$ cat src/rtl/core/ddds_pkg.sv
`timescale 1ns / 1ps
package ddds_pkg;

	localparam int DateW = 27;
	localparam int YearW = 14;
	localparam int RemW  = 14;
	localparam int MonW  = 7;
	localparam int DayW  = 7;
	localparam int CentW = 8;
	localparam int DimW  = 5;

	localparam logic KindNext = 1'b0;
	localparam logic KindPrev = 1'b1;

	localparam int YearScale  = 10000;
	localparam int MonthScale = 100;
	localparam int LastYear   = 9999;
	localparam int FirstYear  = 1;
	localparam int LastMonth  = 12;

	// floor(n / 625) for n < 2**23: (n * Div625Recip) >> Div625Shift, low by at most one
	localparam logic [22:0] Div625Recip = 23'd6871947;
	localparam int          Div625Shift = 32;

	// floor(x / 25) for x < 3400, exact
	localparam logic [10:0] Div25Recip = 11'd1311;
	localparam int          Div25Shift = 15;

	// packed-date offsets for carries and borrows
	localparam logic [DateW-1:0] DayStep   = 27'd1;
	localparam logic [DateW-1:0] MonthStep = 27'd101;
	localparam logic [DateW-1:0] YearStep  = 27'd8870;

	localparam logic [DateW-1:0] MinDate = 27'd10101;
	localparam logic [DateW-1:0] MaxDate = 27'd99991231;

	function automatic logic [CentW-1:0] div25(input logic [11:0] x);
		logic [22:0] p;
		p = 23'(x) * 23'(Div25Recip);
		return p[22:Div25Shift];
	endfunction

	function automatic logic [DimW-1:0] days_in(input logic [MonW-1:0] m, input logic leap);
		logic [DimW-1:0] n;
		case (m) inside
			7'd1, 7'd3, 7'd5, 7'd7, 7'd8, 7'd10, 7'd12: n = 5'd31;
			7'd4, 7'd6, 7'd9, 7'd11:                    n = 5'd30;
			7'd2:                                       n = leap ? 5'd29 : 5'd28;
			default:                                    n = 5'd0;
		endcase
		return n;
	endfunction

endpackage

$ cat src/rtl/core/decimal_date_day_step_core.sv
`timescale 1ns / 1ps
// Steps a packed decimal date YYYYMMDD one day forward (kind 0) or back (kind 1) on the
// proleptic Gregorian calendar. One beat is accepted per cycle while the result side does
// not stall; each beat passes through the input register and the five stages behind it:
// reciprocal multiply for the year split, its correction, the month and century digits,
// the day and leap test, and the step itself into the result register. Stalls on the
// result side back up through the stages. A year of 0 or above 9999, a month outside 1
// to 12, a day outside the month, and a step past 99991231 or before 00010101 all give
// bad_date = 1 with result_date = 0.
module decimal_date_day_step_core (
	input  logic                        clk,
	input  logic                        arst_n,
	input  logic                        req_valid,
	output logic                        req_stall,
	input  logic                        kind,
	input  logic [ddds_pkg::DateW-1:0]  date_value,
	output logic                        rsp_valid,
	input  logic                        rsp_stall,
	output logic [ddds_pkg::DateW-1:0]  result_date,
	output logic                        bad_date
);
	import ddds_pkg::*;

	logic v_s1, v_s2, v_s3, v_s4, v_s5, v_s6;
	logic en_s1, en_s2, en_s3, en_s4, en_s5, en_s6;

	logic             kind_s1, kind_s2, kind_s3, kind_s4, kind_s5;
	logic [DateW-1:0] date_s1, date_s2, date_s3, date_s4, date_s5;
	logic [YearW-1:0] q_s2;
	logic [YearW-1:0] y_s3, y_s4, y_s5;
	logic [RemW-1:0]  rem_s3, rem_s4;
	logic [MonW-1:0]  m_s4, m_s5;
	logic [CentW-1:0] c_s4;
	logic [DayW-1:0]  d_s5;
	logic             leap_s5;
	logic [DateW-1:0] res_date_s6;
	logic             bad_s6;

	// stage A: year estimate
	logic [45:0]      prod_a;
	logic [YearW-1:0] q_a;

	// stage B: year correction and remainder
	logic [DateW-1:0] y_scaled_b;
	logic [DateW-1:0] rem_wide_b;
	logic [14:0]      rem0_b;
	logic             wrap_b;
	logic [YearW-1:0] y_b;
	logic [RemW-1:0]  rem_b;

	// stage C: month and century
	logic [CentW-1:0] m_wide_c;
	logic [CentW-1:0] c_c;

	// stage D: day and leap
	logic [RemW-1:0]  mon_scaled_d;
	logic [RemW-1:0]  d_wide_d;
	logic [DayW-1:0]  d_d;
	logic [YearW-1:0] cent_scaled_d;
	logic             div100_d;
	logic             leap_d;

	// stage E: check and step
	logic [DimW-1:0]  dim_e;
	logic [DimW-1:0]  dim_prev_e;
	logic             in_ok_e;
	logic             bad_e;
	logic [DateW-1:0] res_e;

	assign en_s6 = !v_s6 || !rsp_stall;
	assign en_s5 = !v_s5 || en_s6;
	assign en_s4 = !v_s4 || en_s5;
	assign en_s3 = !v_s3 || en_s4;
	assign en_s2 = !v_s2 || en_s3;
	assign en_s1 = !v_s1 || en_s2;
	assign req_stall = !en_s1;

	always_ff @(posedge clk or negedge arst_n) begin
		if (!arst_n) begin
			v_s1 <= 1'b0;
			v_s2 <= 1'b0;
			v_s3 <= 1'b0;
			v_s4 <= 1'b0;
			v_s5 <= 1'b0;
			v_s6 <= 1'b0;
		end else begin
			if (en_s1) v_s1 <= req_valid;
			if (en_s2) v_s2 <= v_s1;
			if (en_s3) v_s3 <= v_s2;
			if (en_s4) v_s4 <= v_s3;
			if (en_s5) v_s5 <= v_s4;
			if (en_s6) v_s6 <= v_s5;
		end
	end

	always_comb begin
		prod_a = 46'(date_s1[DateW-1:4]) * 46'(Div625Recip);
		q_a    = prod_a[45:Div625Shift];
	end

	always_comb begin
		y_scaled_b = 27'(q_s2) * 27'(YearScale);
		rem_wide_b = date_s2 - y_scaled_b;
		rem0_b     = rem_wide_b[14:0];
		wrap_b     = rem0_b >= 15'(YearScale);
		y_b        = wrap_b ? q_s2 + 14'd1 : q_s2;
		rem_b      = wrap_b ? 14'(rem0_b - 15'(YearScale)) : rem0_b[RemW-1:0];
	end

	always_comb begin
		m_wide_c = div25(rem_s3[RemW-1:2]);
		c_c      = div25(y_s3[YearW-1:2]);
	end

	always_comb begin
		mon_scaled_d  = 14'(m_s4) * 14'(MonthScale);
		d_wide_d      = rem_s4 - mon_scaled_d;
		d_d           = d_wide_d[DayW-1:0];
		cent_scaled_d = 14'(c_s4) * 14'(MonthScale);
		div100_d      = y_s4 == cent_scaled_d;
		leap_d        = (y_s4[1:0] == 2'b00 && !div100_d) || (div100_d && c_s4[1:0] == 2'b00);
	end

	always_comb begin
		dim_e      = days_in(m_s5, leap_s5);
		dim_prev_e = days_in(7'(m_s5 - 7'd1), leap_s5);
		in_ok_e    = y_s5 != '0 && y_s5 <= 14'(LastYear) && dim_e != '0 &&
			d_s5 != '0 && d_s5 <= 7'(dim_e);
		bad_e      = !in_ok_e;
		res_e      = '0;
		if (in_ok_e) begin
			if (kind_s5 == KindNext) begin
				if (d_s5 < 7'(dim_e)) begin
					res_e = date_s5 + DayStep;
				end else if (m_s5 < 7'(LastMonth)) begin
					res_e = date_s5 - 27'(d_s5) + MonthStep;
				end else if (y_s5 == 14'(LastYear)) begin
					bad_e = 1'b1;
				end else begin
					res_e = date_s5 + YearStep;
				end
			end else begin
				if (d_s5 > 7'd1) begin
					res_e = date_s5 - DayStep;
				end else if (m_s5 > 7'd1) begin
					res_e = date_s5 - MonthStep + 27'(dim_prev_e);
				end else if (y_s5 == 14'(FirstYear)) begin
					bad_e = 1'b1;
				end else begin
					res_e = date_s5 - YearStep;
				end
			end
		end
		if (bad_e) begin
			res_e = '0;
		end
	end

	always_ff @(posedge clk) begin
		if (en_s1) begin
			kind_s1 <= kind;
			date_s1 <= date_value;
		end
		if (en_s2) begin
			kind_s2 <= kind_s1;
			date_s2 <= date_s1;
			q_s2    <= q_a;
		end
		if (en_s3) begin
			kind_s3 <= kind_s2;
			date_s3 <= date_s2;
			y_s3    <= y_b;
			rem_s3  <= rem_b;
		end
		if (en_s4) begin
			kind_s4 <= kind_s3;
			date_s4 <= date_s3;
			y_s4    <= y_s3;
			rem_s4  <= rem_s3;
			m_s4    <= m_wide_c[MonW-1:0];
			c_s4    <= c_c;
		end
		if (en_s5) begin
			kind_s5 <= kind_s4;
			date_s5 <= date_s4;
			y_s5    <= y_s4;
			m_s5    <= m_s4;
			d_s5    <= d_d;
			leap_s5 <= leap_d;
		end
		if (en_s6) begin
			res_date_s6 <= res_e;
			bad_s6      <= bad_e;
		end
	end

	assign rsp_valid   = v_s6;
	assign result_date = res_date_s6;
	assign bad_date    = bad_s6;

	a_stall_only_full: assert property (@(posedge clk) disable iff (!arst_n)
		req_stall |-> (v_s1 && v_s2 && v_s3 && v_s4 && v_s5 && v_s6))
		else $error("input stalled while a stage is empty");

	a_bad_is_zero: assert property (@(posedge clk) disable iff (!arst_n)
		(rsp_valid && bad_date) |-> (result_date == '0))
		else $error("flagged result carries a date");

	a_good_in_range: assert property (@(posedge clk) disable iff (!arst_n)
		(rsp_valid && !bad_date) |-> (result_date >= MinDate && result_date <= MaxDate))
		else $error("unflagged result outside the calendar");

endmodule

$ cat config.mk
export PLATFORM = sky130hd
export DESIGN_NAME = decimal_date_day_step_core
export DESIGN_NICKNAME = d
export VERILOG_FILES = /design/src/rtl/core/ddds_pkg.sv /design/src/rtl/core/decimal_date_day_step_core.sv
export SDC_FILE = /design/constraint.sdc
export NUM_CORES = 1
export LEC_CHECK = 0
export BUFFER_PORTS_ARGS = -buffer_cell sky130_fd_sc_hd__buf_2
export CAP_MARGIN = 10
export CORE_ASPECT_RATIO = 1.1
export CORE_MARGIN = 10
export CORE_UTILIZATION = 60
export CTS_CLUSTER_SIZE = 30
export DETAILED_ROUTE_END_ITERATION = 8
export MAX_ROUTING_LAYER = met4
export PLACE_DENSITY_LB_ADDON = 0.12
export SLEW_MARGIN = 20
export SYNTH_ARGS = -nofsm -noshare
export SYNTH_HDL_FRONTEND = slang
export SYNTH_SLANG_ARGS = --single-unit
$ cat constraint.sdc
create_clock -name clk -period 8.04 [get_ports clk]
set_input_delay 0.402 -clock clk [delete_from_list [all_inputs] [get_ports clk]]
set_output_delay 0.402 -clock clk [all_outputs]
set_load 0.1 [all_outputs]
# Yosys cells after proc, flatten, opt, wreduce, memory -nomap -nowiden
# Cells that the tools add are included.
# totals
regBits,281
in_bits,32
# op_classes
n_addsub,13
n_mul,6
order_cmp,7
eq_ne,27
n_mux,24
n_bitwise,1
reduce_logical,33
# ops
cell,n
$mux W27,7
$eq A7 B4 Y1 const B,10
$eq A7 B3 Y1 const B,8
$mul A23 B23 Y46 const B,1
$mux W5,6
$eq A7 B2 Y1 const B,4
$mux W14,2
$add A27 B1 Y27 const B,1
$add A27 B14 Y27 const B,1
$add A27 B5 Y27,1
$add A27 B7 Y27 const B,1
$sub A27 B1 Y27 const B,1
$sub A27 B14 Y27 const B,1
$sub A27 B7 Y27,1
$sub A27 B7 Y27 const B,1
$mul A12 B11 Y23 const B,1
$mul A12 B11 Y22 const B,1
$ge A15 B14 Y1 const B,1
$sub A15 B15 Y15,1
$add A14 B1 Y14 const B,1
$eq A14 B1 Y1 const B,1
$eq A14 B14 Y1,1
$eq A14 B14 Y1 const B,1
$eq A7 B1 Y1 const B,2
other kinds (23),55

# Longest topological paths before layout
# depth
ltp_word,15
ltp_mapped,24
mapped_depth_nobuf,24

# Worst setup path before layout
# OpenSTA, ideal clock, no wires.
# synth_path
kind,reg-to-reg
startpoint,reg date_s1[16]
endpoint,"reg q_s2[13], data pin"
setup_ns,0.260
t_arrival_ns,6.162
required_ns,7.780
path_slack_ns,1.618
path_stages_with_launch,23
path_buffers,0
synth_period_minus_slack_ns,6.422
cell_sequence,edfxtp_1 -> ha_1 -> fa_1 -> inv_1 -> fa_1 -> inv_1 -> fa_1 -> fa_1 -> fa_1 -> inv_1 -> fa_1 -> inv_1 -> ha_1 -> a21oi_1 -> o21ai_0 -> a2111oi_4 -> and2_1 -> a31oi_1 -> and4_4 -> o31a_1 -> o21a_1 -> nor2_2 -> xnor2_1
# synth_via
elab_chain_cells,1
# synth_lines
element,line,rtl
start: declaration,decimal_date_day_step_core.sv:28,"logic [DateW-1:0] date_s1, date_s2, date_s3, date_s4, date_s5;"
start signal: assignment,decimal_date_day_step_core.sv:162,date_s1 <= date_value;
$mul A23 B23 Y46,decimal_date_day_step_core.sv:97,prod_a = 46'(date_s1[DateW-1:4]) * 46'(Div625Recip);
named net prod_a[45],decimal_date_day_step_core.sv:40,logic [45:0] prod_a;
end signal: assignment,decimal_date_day_step_core.sv:167,q_s2 <= q_a;
end: declaration,decimal_date_day_step_core.sv:29,logic [YearW-1:0] q_s2;
# The timed path passes the listed nets, and every way through them passes these cells.
# A chain may end at the register's enable or synchronous reset.

# Final worst setup path
# layout_path
startpoint,reg date_s1[15]
endpoint,"reg q_s2[13], data pin"
# The elaborated chain is that of the path after synthesis.

==> impl_metrics.py <==
metrics = {
    "critical_path": {
        "crit_slowest_cell": "edfxtp_1",
        "slowest_delay_ns": 0.59,
        "crit_buf_inv": 4,
        "critPathMostFrequentCell": "fa_1",
        "required_ns": 8.36,
        "crit_path_start_kind": "flip-flop",
        "path_depth": 22,
        "critPathTopFamily": "adder cells",
        "path_class": "reg2reg",
        "path_cells": "ha_1 -> fa_1 -> fa_1 -> inv_1 -> fa_1 -> inv_1 -> fa_1 -> fa_1 -> inv_1 -> fa_1 -> inv_1 -> ha_1 -> and3_1 -> a221oi_2 -> o21ai_1 -> a22oi_1 -> a31oi_1 -> and4_4 -> o31a_1 -> o21a_1 -> nor2_2 -> xnor2_1",
        "reg2reg_depth": 22,
        "crit_arrival_ns": 7.36,
        "cp-end-kind": "flip-flop",
        "path_max_fanout": 8,
    },
    "clock_network": {
        "postCtsSetupRepairBufs": 0,
        "cts_buffers": 31,
        "htree_num_levels": 1,
        "clock_sinks": 271,
        "root_buffer": "clkbuf_16",
        "cts_buffer_depth": 3,
        "cts_tree": "built",
        "clk_pin_slew_ns": 0.06,
        "clk_latency_ns": 0.60,
    },
    "timing": {
        "tns_ns": 0,
        "rsz0062_at_grt": "no",
        "timing.final.crit_share_pct": 87.6,
        "fin_ws_ns": 0.999,
        "worstMarginPinSlew_ns": 1.19,
        "finalCriticalPeriod_ns": 7.04,
        "hold_viol_final": 0,
        "maxSlewHeadroom_pct": 20.6,
        "slew_violations": 0,
        "max_freq_ghz": 0.142,
        "setup_viol": 0,
        "fin_skew_ns": 0.0337,
    },
    "synthesis": {
        "ys_seq_area_share_pct": 26.3,
        "ys_async_sr_fraction_pct": 2.21,
        "synth_area_per_cell_sq_um": 10.6,
        "synth_edf_count": 265,
        "synthTopCellsByArea": "edfxtp_1 (26%), ha_1 (23%), fa_1 (19%)",
        "synth_seq_cells": 271,
        "synth_top_cell_by_area": "edfxtp_1",
        "syn_nets": 3781,
        "yosysUniqueCellTypes": 94,
        "synth.cell_area_sq_um": 30800,
        "synth.most_common_cell": "inv_1",
        "netlist_instances": 2894,
        "yosysTopAreaCellShare_pct": 25.8,
        "synthTopCellsByCount": "inv_1 (613), ha_1 (559), fa_1 (296)",
        "synthFlopType": "edfxtp_1",
        "ys_warn_count": 0,
    },
    "hold_path": {
        "min_path_type": "in2async",
    },
    "route": {
        "dr.pass1.iters": 6,
        "postRouteAntennaNets": 0,
        "drcViolationCount": 0,
        "drtIter0Drc": 1444,
        "wl_per_cell_um": 20.8,
        "viasPerCell": 5.73,
        "drt_wl_total_um": 76600,
        "dr_total_vias": 21100,
    },
    "finish": {
        "drive_gt1_share_pct": 6.64,
        "diodes": 0,
        "layout.nets": 3872,
        "instances_no_fill": 3677,
        "syn_to_final_growth_pct": 7.52,
    },
    "global_route": {
        "grt_usage_pct": 26.2,
        "grt_pass1_wl_um": 123000,
        "overflow": 0,
        "grt_max_degree": 61,
        "antenna_found_initial": 0,
        "grt_pass1_vias": 22600,
    },
    "floorplanning": {
        "rows": 87,
        "die_h_um": 258,
        "die-area_sq_um": 60800,
        "coreArea_sq_um": 51100,
        "io_pins": 62,
        "fp.dieW_um": 236,
        "initial_core_util_pct": 60.4,
    },
    "placement": {
        "numPortBuffers": 61,
        "post-place-ws_ns": 0.994,
        "gp_congestion": 0.969,
        "hpwlAfterDp_um": 63300,
        "dp_cells": 3589,
    },
    "job": {
        "max_cap_violations": 0,
    },
    "run_status": {
        "status": "completed",
    },
}
==> cell usage in the layout (no fill, tap or decap), types with 13 or more instances in the layout <==
| cell type | n |
|---|---|
| xnor2_1 | 163 |
| edfxtp_1 | 265 |
| nand2_1 | 99 |
| nand3_1 | 32 |
| a31oi_1 | 19 |
| a21o_1 | 41 |
| o21ai_0 | 90 |
| a211oi_1 | 23 |
| xor2_1 | 37 |
| inv_1 | 611 |
| a21oi_1 | 109 |
| a221oi_1 | 26 |
| fa_1 | 296 |
| nand4_1 | 21 |
| nand2b_1 | 19 |
| and3_1 | 18 |
| buf_2 | 61 |
| nor2_1 | 104 |
| nor3_1 | 46 |
| o21a_1 | 22 |
| dlygate4sd3_1 | 30 |
| clkbuf_16 | 31 |
| nor2b_1 | 18 |
| ha_1 | 559 |
| o22ai_1 | 13 |
==> layout make-up <==
type / instances / area [sq um]
Clock buffer: 35 / 791
Clock inverter: 23 / 208
Fill cell: 4013 / 17900
Inverter: 617 / 2320
Multi-Input combinational cell: 1961 / 20200
Sequential cell: 271 / 8110
Tap cell: 667 / 835
Timing Repair Buffer: 103 / 696
==> metal layers <==
layer  up-vias  part of all wire [%]  track usage [%]
met1     10400                    42             32.4
met2       594                    50             44.4
li1       9964                     -                -
met3       142                   4.8             2.54
met5         -                     0                -
met4         0                   3.6             8.91
==> metrics by stage <==
step,utilization (%),hold slack (ns),cell area [sq um]
2_1_floorplan,-,0.106,30800
3_3_place_gp,62.3,0.224,31800
3_5_place_dp,62.3,0.234,31800
4_1_cts,64.9,0.152,33100
5_1_grt,64.9,0.202,33100
6_report,64.9,0.173,33100
==> cell families (layout without fill, tap and decap cells) <==
kind of cell | Yosys count | after routing | share of synthesized area (%)
and+or+nand+nor | 441 | 441 | 7.54
DFF | 271 | 271 | 26.3
AOI/OAI and AO/OA | 461 | 461 | 10.1
xor gates and xnor gates | 201 | 201 | 5.74
adders and majority gates | 855 | 855 | 41.9
buffers and inverters | 662 | 778 | 8.26
muxes | 3 | 3 | 0.0975
==> flip-flops by register name (all words and copies together) (netlist names), 10 cells and up <==
register     count
y_s5            14
date_s5         27
y_s3            14
q_s2            14
y_s4            14
date_s4         27
date_s3         27
date_s2         27
rem_s3          10
date_s1         27
result_date     27
==> worst reg2reg max path, cell delays in order (launching register included) <==
cell	delay, ns
edfxtp_1	0.59
ha_1	0.50
fa_1	0.53
fa_1	0.54
inv_1	0.06
fa_1	0.47
inv_1	0.05
fa_1	0.50
fa_1	0.55
inv_1	0.06
fa_1	0.53
inv_1	0.04
ha_1	0.32
and3_1	0.22
a221oi_2	0.21
o21ai_1	0.12
a22oi_1	0.41
a31oi_1	0.19
and4_4	0.24
o31a_1	0.29
o21a_1	0.19
nor2_2	0.09
xnor2_1	0.06
==> path summary, 6_finish.rpt <==
path | startpoint | endpoint | slack, ns
worst min register to register | date_s3[25] | date_s4[25] | 0.42
worst max register to register | date_s1[15] | q_s2[13] | 1.0
worst min-delay path | arst_n | v_s3 | 0.17
max in group asynchronous | arst_n | v_s1 | 7.72
min in group clk | rsp_stall | v_s4 | 0.27
worst max-delay path | date_s1[15] | q_s2[13] | 1.0
==> what timing repair did <==
action | in CTS | in global routing
gates resized for setup | 0 | 0
endpoints found under the setup margin | 0 | 0
hold buffers | 30 | 0
hold endpoints to repair | 35 | 0
Power is not shown: default switching activity piles up to over one toggle a cycle in this logic, so the estimate is an artifact.
